$ cat src/hw/rtl/scbt_ram.sv
// ----------------------------------------------------------------------------
// scbt_ram: generic simple dual-port RAM
// One write port and one read port with registered read data.
// ----------------------------------------------------------------------------
module scbt_ram #(
    parameter int WIDTH = 8,
    parameter int DEPTH = 32
) (
    input  logic                     aclk,
    input  logic                     wr_en,
    input  logic [$clog2(DEPTH)-1:0] wr_addr,
    input  logic [WIDTH-1:0]         wr_data,
    input  logic [$clog2(DEPTH)-1:0] rd_addr,
    output logic [WIDTH-1:0]         rd_data
);

    logic [WIDTH-1:0] mem [DEPTH];

    always_ff @(posedge aclk) begin
        if (wr_en) begin
            mem[wr_addr] <= wr_data;
        end
        rd_data <= mem[rd_addr];
    end

endmodule

$ cat config.mk
export PLATFORM = sky130hd
export DESIGN_NAME = scbt_ram
export DESIGN_NICKNAME = d
export VERILOG_FILES = /design/src/hw/rtl/scbt_ram.sv
export SDC_FILE = /design/constraint.sdc
export NUM_CORES = 1
export LEC_CHECK = 0
export ABC_CLOCK_PERIOD_IN_PS = 2200
export BUFFER_PORTS_ARGS = -buffer_cell sky130_fd_sc_hd__buf_2
export CAP_MARGIN = 15
export CELL_PAD_IN_SITES_DETAIL_PLACEMENT = 1
export CELL_PAD_IN_SITES_GLOBAL_PLACEMENT = 1
export CORE_MARGIN = 2
export CORE_UTILIZATION = 50
export CTS_CLUSTER_SIZE = 20
export DETAILED_ROUTE_END_ITERATION = 16
export GPL_ROUTABILITY_DRIVEN = 0
export GPL_TIMING_DRIVEN = 0
export PLACE_DENSITY_LB_ADDON = 0.15
export SLEW_MARGIN = 15
export SYNTH_ARGS = -nofsm -noshare
export SYNTH_HDL_FRONTEND = slang
export SYNTH_SLANG_ARGS = --single-unit
$ cat constraint.sdc
create_clock -name aclk -period 2.2 [get_ports aclk]
set_input_delay 0.55 -clock aclk [delete_from_list [all_inputs] [get_ports aclk]]
set_output_delay 0.55 -clock aclk [all_outputs]
set_load 0.01 [all_outputs]
**After elaboration in Yosys (flattened, before gate mapping)**

Memories as Yosys holds them, arrays and structs flattened. A register that Yosys moved wholly into a read port is not among the register bits.
Cells that the tools add are included.
W data, S select, Z words.

- Input port bits: 20
- Memory bits (writable): 256
- Word-level logic and storage cells: 3
- Memories: 1
- Output and inout bits: 8
- Flip-flop bits (word level): 0

- Multiplexer cells: 2

Memories:

| name | depth | bits a word | rd ports | clocked after Yosys merged registers in | wr ports | line | source |
|---|---|---|---|---|---|---|---|
| mem | 32 | 8 | 1 | 1 | 1 | 17 | `logic [WIDTH-1:0] mem [DEPTH];` |

Operator list:

| kind | count |
|---|---|
| $mux W1 | 2 |

**Depth between registers and ports, before layout**

Gate-level depths: netlist of the first run.

- Word-level depth: 2
- Mapped depth: 5
- Mapped depth without buffers: 3

**Least setup slack after synthesis of the first run**

OpenSTA, ideal clock, no wires.

- Path kind: input to register
- Start: input port rd_addr[2]
- End: register rd_data[0] (read register of mem)
- Buffers on the path: 2
- Arrival time: 2.232 ns
- Library setup time: 0.121 ns
- Slack: -0.152 ns
- Stages on the path: 5
- Required time: 2.079 ns
- Cells stage by stage: clkbuf_1 > clkbuf_1 > mux4_2 > mux4_2 > mux2_2

RTL lines:

| element | line | source |
|---|---|---|
| start: declaration | 13 | `input logic [$clog2(DEPTH)-1:0] rd_addr,` |
| end: declaration | 14 | `output logic [WIDTH-1:0] rd_data` |

==> run_results.csv, run 1 <==
group,metric,value,unit
sta,setup_viol,0,
route,drt-initial-drc-count,476,
critical_path,worstPathRequired,2.62,ns
yosys,postSynth.asyncResetShare,0,
floorplan,io_pins,28,
critical_path,r2r_start,"mem[21][2]$_DFFE_PP_",
hold_path,whs_path_depth,1,
critical_path,cp-end-kind,"flip-flop",
pwr,vdd_ir_drop_max,0.000670,V
clock_tree,clkSinkCount,264,
pwr,p_leak,3.61,nW
cells_and_area,antenna_cells,0,
yosys,ys_seq_area_frac,0.781,
yosys,syn_avg_cell_area,24.1,um^2
floorplan,die_x,146,um
route,ant_nets,0,
cells_and_area,syn_to_final_growth,14.4,%
critical_path,crit_type,"in2reg",
yosys,synthesis.area,10100,um^2
route,wl_per_cell,27.9,um
critical_path,cp_slowest_stage_delay,0.56,ns
sta,rsz0062_at_grt,"no",
yosys,synth_cell_types,15,
critical_path,cpMaxStageDelayCell,"mux4_2",
yosys,synth-seq-cells,264,
route,wl,21100,um
yosys,yosys.area.top_type_share,0.765,
yosys,yosys_warnings,0,
clock_tree,htree_levels,1,
sta,hold_viol_final,0,
sta,fin_skew,0.0127,ns
floorplan,coreArea,19600,um^2
clock_tree,cts_root_buf,"clkbuf_16",
global_routing,antenna_found_initial,0,
critical_path,cp_max_fo,10,
floorplan,die_h,146,um
critical_path,ff2ff_path_depth,3,
sta,slew_headroom,0.400,
route,vias,4480,
critical_path,path_buf_inv,2,
floorplan,num_rows,51,
clock_tree,ctsHoldBuffers,0,
pwr,p_per_area,961,nW/um^2
sta,fin_hold_ws,0.547,ns
hold_path,hold_class,"in2reg",
global_routing,grt_pass1_vias,4830,
run,cap_violations,0,
sta,setup_tns,0,ns
critical_path,critPathMostFrequentCell,"mux4_2",
place,port_buffers,22,
route,first_pass_iters,5,
sta,timing.final.crit_period,1.99,ns
yosys,ys.flop_type,"edfxtp_1",
sta,fin_crit_sh,0.903,
cells_and_area,fin_area,11500,um^2
sta,slew_violations,0,
clock_tree,clkTransAtPathRegs,0.06,ns
cells_and_area,utilization,0.587,
cells_and_area,nNetsFinal,489,
global_routing,grt_max_degree,33,
critical_path,regToRegSetupSlack,0.35,ns
floorplan,start_util,0.513,
sta,fmax,0.504,GHz
clock_tree,numCtsBuffers,28,
place,placed_area,10500,um^2
clock_tree,clock_path_buffers,3,
clock_tree,cts_tree,"done",
yosys,syn-num-nets,437,
critical_path,startpoint_type,"input pin",
place,place_hpwl,13300,um
hold_path,hold_path_end,"mem[20][5]$_DFFE_PP_",
global_routing,grt-ovfl-total,0,
yosys,synth_enable_flop_cells,256,
yosys,yosysMostFrequentCell,"edfxtp_1",
outcome,status,"finished, final reports clean",
critical_path,worstPathCellList,"clkbuf_2, buf_2, mux4_2, mux4_2, mux2_2",
global_routing,grtUsageTotal,0.205,
route,drc,0,
sta,worst_pin_slew,0.897,ns
critical_path,timing.rr.end,"rd_data[2]$_DFF_P_",
yosys,syn_inst,417,
hold_path,worstHoldStart,"wr_data[5]",
yosys,synth_top_area_cell,"edfxtp_1",
route,vias_per_cell,5.93,
yosys,synth_common_cells,"edfxtp_1 (256), mux4_2 (80), nor2_1 (33)",
critical_path,worst_path_dominant_cell_family,"multiplexers",
global_routing,grt_pass1_wl,31900,um
pwr,total_power,11.1,mW
critical_path,arrival,2.41,ns
clock_tree,clkLatencyLatePin,0.53,ns
floorplan,die_area,21300,um^2
cells_and_area,drive_gt1_frac,0.356,
yosys,synthTopCellsByArea,"edfxtp_1 (76%), mux4_2 (18%), dfxtp_1 (1.6%)",
worst max path at each step:
stage,start,to,cells past startpoint
floorplan,rd_addr[2],rd_data[0]$_DFF_P_,5
global placement,rd_addr[2],rd_data[2]$_DFF_P_,5
detailed placement,rd_addr[2],rd_data[2]$_DFF_P_,5
CTS,rd_addr[2],rd_data[2]$_DFF_P_,5
global route,wr_addr[1],mem[16][1]$_DFFE_PP_,4
finish,rd_addr[2],rd_data[2]$_DFF_P_,5
layout by cell type, fill, tap and decap left out, types with 3 or more instances in the layout:
cell,n
clkbuf_1,5
buf_2,27
clkbuf_8,3
mux2_2,8
mux4_2,80
edfxtp_1,256
clkinvlp_4,4
buf_6,7
bufinv_16,4
clkinv_1,3
clkinv_2,5
nor2_1,33
dfxtp_1,8
clkbuf_16,29
or3b_2,3
nand3b_1,5
cell families (layout without fill, tap and decap cells):
group	count (synthesis)	count (layout)	share of synthesized area
and+or+nand+nor	45	45	0.0207
muxes	88	88	0.188
DFF	264	264	0.781
buffers and inverters	20	94	0.0106
per-stage QoR:
step                worst slack (ns)  cells
floorplan                   0.000219    417
global placement              -0.581    704
detailed placement            -0.577    704
CTS                            0.195    756
global route                   0.170    756
finish                         0.214    756
routing by layer:
| layer | wire length [um] | track usage | vias up |
|---|---|---|---|
| li1 | - | - | 1879 |
| met1 | 9790 | 0.324 | 2425 |
| met2 | 9940 | 0.310 | 155 |
| met3 | 1100 | 0.0301 | 21 |
| met4 | 252 | 0.0441 | 0 |
| met5 | 0 | 0 | - |
report_power, final:
part           switching (mW)  internal, mW
Sequential             0.0177          5.59
Clock                    1.92          2.98
Combinational           0.313         0.234
state kept, by name, summed over array words and instances, names as in the netlist:
name     count
mem        256
rd_data      8
repair_timing:
item                       4_1_cts  5_1_grt
setup endpoints to repair        3        0
setup buffers                    0        0
resized for setup                1        0
layout make-up:
class	count	area (um^2)
clock buffer	35	778
multi-input combinational	133	2100
clock inverter	17	195
tap	265	332
fill	1605	8080
sequential	264	7850
buffer	20	144
timing repair buffer	22	110
Note: power is estimated with default switching activity, not from simulation.
==> inputs of run 2 (changes only) <==
Settings changed: ABC_AREA set to 1, CORE_UTILIZATION 50 to 46.
==> run 2 against run 1 <==
Net effect: synthesized area is 7.3% higher; utilization is 6.5 points lower; combinational power increased by 40%; critical endpoint is now rd_data[0]$_DFF_P_; wire length increased by 44%; largest power group unchanged.
==> run_results.csv, run 2 <==
group,metric,value,unit
sta,fmax,0.539,GHz
cells_and_area,multiInputGateArea,2490,um^2
route,drc,0,
clock_tree,post_cts_buffers,0,
sta,timing.final.crit_period,1.85,ns
clock_tree,clock_path_buffers,3,
route,wl,30400,um
critical_path,worstPathRequired,2.59,ns
sta,fin_crit_sh,0.843,
sta,rsz0062_at_grt,"no",
critical_path,crit_type,"in2reg",
critical_path,path_buf_inv,3,
critical_path,cp_max_fo,10,
yosys,synthTopCellsByArea,"edfxtp_1 (71%), nand2_1 (13%), nand3_1 (9.5%)",
floorplan,die_h,157,um
sta,setup_viol,0,
cells_and_area,regMostFlops,"mem",
outcome,status,"finished, final reports clean",
cells_and_area,utilization,0.523,
critical_path,worstPathCellList,"buf_2, inv_2, buf_1, nand3_1, nand3_1, nand2_1, nand2_1, nand2_1, nand2_1, nand2_1",
run,cap_violations,0,
global_routing,grtUsageTotal,0.253,
cells_and_area,largest_reg_flops,256,
sta,slew_violations,0,
yosys,syn-num-nets,942,
cells_and_area,regArea,7850,um^2
cells_and_area,reg_top3,"mem: 256 flops, rd_data: 8 flops",
clock_tree,clkSinkCount,264,
critical_path,cpMaxStageDelayCell,"buf_1",
sta,worst_pin_slew,0.998,ns
cells_and_area,nFillCells,2482,
pwr,p_leak,4.52,nW
global_routing,grt_pass1_vias,7372,
cells_and_area,final_common_cell,"nand2_1",
place,dp_slack,-0.170,ns
critical_path,critPathMostFrequentCell,"nand2_1",
pwr,vdd_ir_drop_max,0.000688,V
place,dp.cells,1265,
yosys,synth_top_area_cell,"edfxtp_1",
yosys,syn_avg_cell_area,11.7,um^2
clock_tree,cts_root_buf,"clkbuf_16",
global_routing,grt-ovfl-total,0,
route,first_pass_iters,5,
clock_tree,numCtsBuffers,28,
cells_and_area,final_cell_mix,"nand2_1 (360), edfxtp_1 (256), nand3_1 (204)",
yosys,yosys.area.top_type_share,0.713,
place,place_hpwl,19800,um
yosys,synth_common_cells,"nand2_1 (360), edfxtp_1 (256), nand3_1 (204)",
yosys,yosys_warnings,0,
floorplan,coreArea,23300,um^2
clock_tree,clkTransAtPathRegs,0.06,ns
floorplan,start_util,0.464,
floorplan,die_area,24700,um^2
route,vias,7133,
yosys,ys_seq_area_frac,0.728,
route,ant_nets,0,
global_routing,grt_max_degree,33,
sta,fin_ws,0.346,ns
yosys,synth_enable_flop_cells,256,
cells_and_area,antenna_cells,0,
yosys,synth_cell_types,12,
clock_tree,cts_tree,"done",
critical_path,cp_slowest_stage_delay,0.60,ns
floorplan,die_x,157,um
yosys,yosysMostFrequentCell,"nand2_1",
yosys,synth-seq-cells,264,
hold_path,hold_class,"in2reg",
route,wl_per_cell,23.1,um
sta,fin_skew,0.00850,ns
route,drt-initial-drc-count,569,
critical_path,startpoint_type,"input pin",
place,port_buffers,24,
global_routing,grt_pass1_wl,45300,um
yosys,syn_inst,922,
route,vias_per_cell,5.42,
cells_and_area,drive_gt1_frac,0.107,
sta,slew_headroom,0.332,
yosys,ys.flop_type,"edfxtp_1",
global_routing,antenna_found_initial,0,
cells_and_area,fin_cells,1316,
critical_path,arrival,2.25,ns
clock_tree,clkLatencyLatePin,0.53,ns
cells_and_area,syn_to_final_growth,12.7,%
floorplan,io_pins,28,
sta,hold_viol_final,0,
clock_tree,ctsHoldBuffers,0,
critical_path,worst_path_dominant_cell_family,"buffers and inverters",
clock_tree,htree_levels,1,
clock_tree,cts_resized,0,
critical_path,cp-end-kind,"flip-flop",
yosys,postSynth.asyncResetShare,0,
floorplan,num_rows,56,
cells_and_area,nNetsFinal,996,
yosys,synthesis.area,10800,um^2
pwr,p_per_area,885,nW/um^2
run 2: kinds of logic after synthesis:
logic type	after synthesis	share of synthesized area
flops	264	0.728
simple gates	596	0.231
buf+inv	62	0.0414
run 2: per-layer routing:
| layer | global-route usage | wire length [um] | up-vias |
|---|---|---|---|
| met2 | 0.405 | 14100 | 264 |
| met4 | 0.0684 | 691 | 0 |
| met3 | 0.0336 | 1950 | 49 |
| met5 | 0 | 0 | - |
| met1 | 0.368 | 13700 | 3506 |
| li1 | - | - | 3314 |
run 2: area by class of cell:
type,instances,area share
well taps,319,0.0328
inverters,10,0.00309
repair buffers,24,0.00988
flip-flops and latches,264,0.645
multi-input cells,596,0.205
clock buffers,38,0.0649
plain buffers,52,0.0337
clock inverters,13,0.00515
run 2: per-stage QoR:
step	total power [mW]	setup TNS, ns	cell area, um^2	hold slack, ns
after floorplan	6.12	0	10800	0.649
after global placement	6.45	-4.60	11300	0.827
after detailed placement	6.47	-10.13	11300	0.843
after CTS	10.8	0	12200	0.501
after global routing	11.1	0	12200	0.528
final	10.8	0	12200	0.532
run 2: power by group:
part	switching, mW	total, mW	internal, mW
logic	0.559	0.765	0.206
clock network	1.89	4.39	2.50
registers	0.0164	5.61	5.59
run 2: path summary, 6_finish.rpt:
kind / cells after the start / slack (ns) / end / from
worst min-delay path: 3 / 0.53 / rd_data[2]$_DFF_P_ / rd_addr[4]
worst max-delay path: 10 / 0.35 / rd_data[0]$_DFF_P_ / rd_addr[1]
worst max register to register: 8 / 0.94 / rd_data[0]$_DFF_P_ / mem[13][0]$_DFFE_PP_
worst min register to register: 8 / 0.86 / rd_data[6]$_DFF_P_ / mem[6][6]$_DFFE_PP_
run 2: worst reg2reg max path, stage by stage (launching register included):
cell	delay (ns)
edfxtp_1	0.38
nand2_1	0.09
nand3_1	0.11
nand3_1	0.18
nand2_1	0.07
nand2_1	0.06
nand2_1	0.07
nand2_1	0.07
nand2_1	0.11
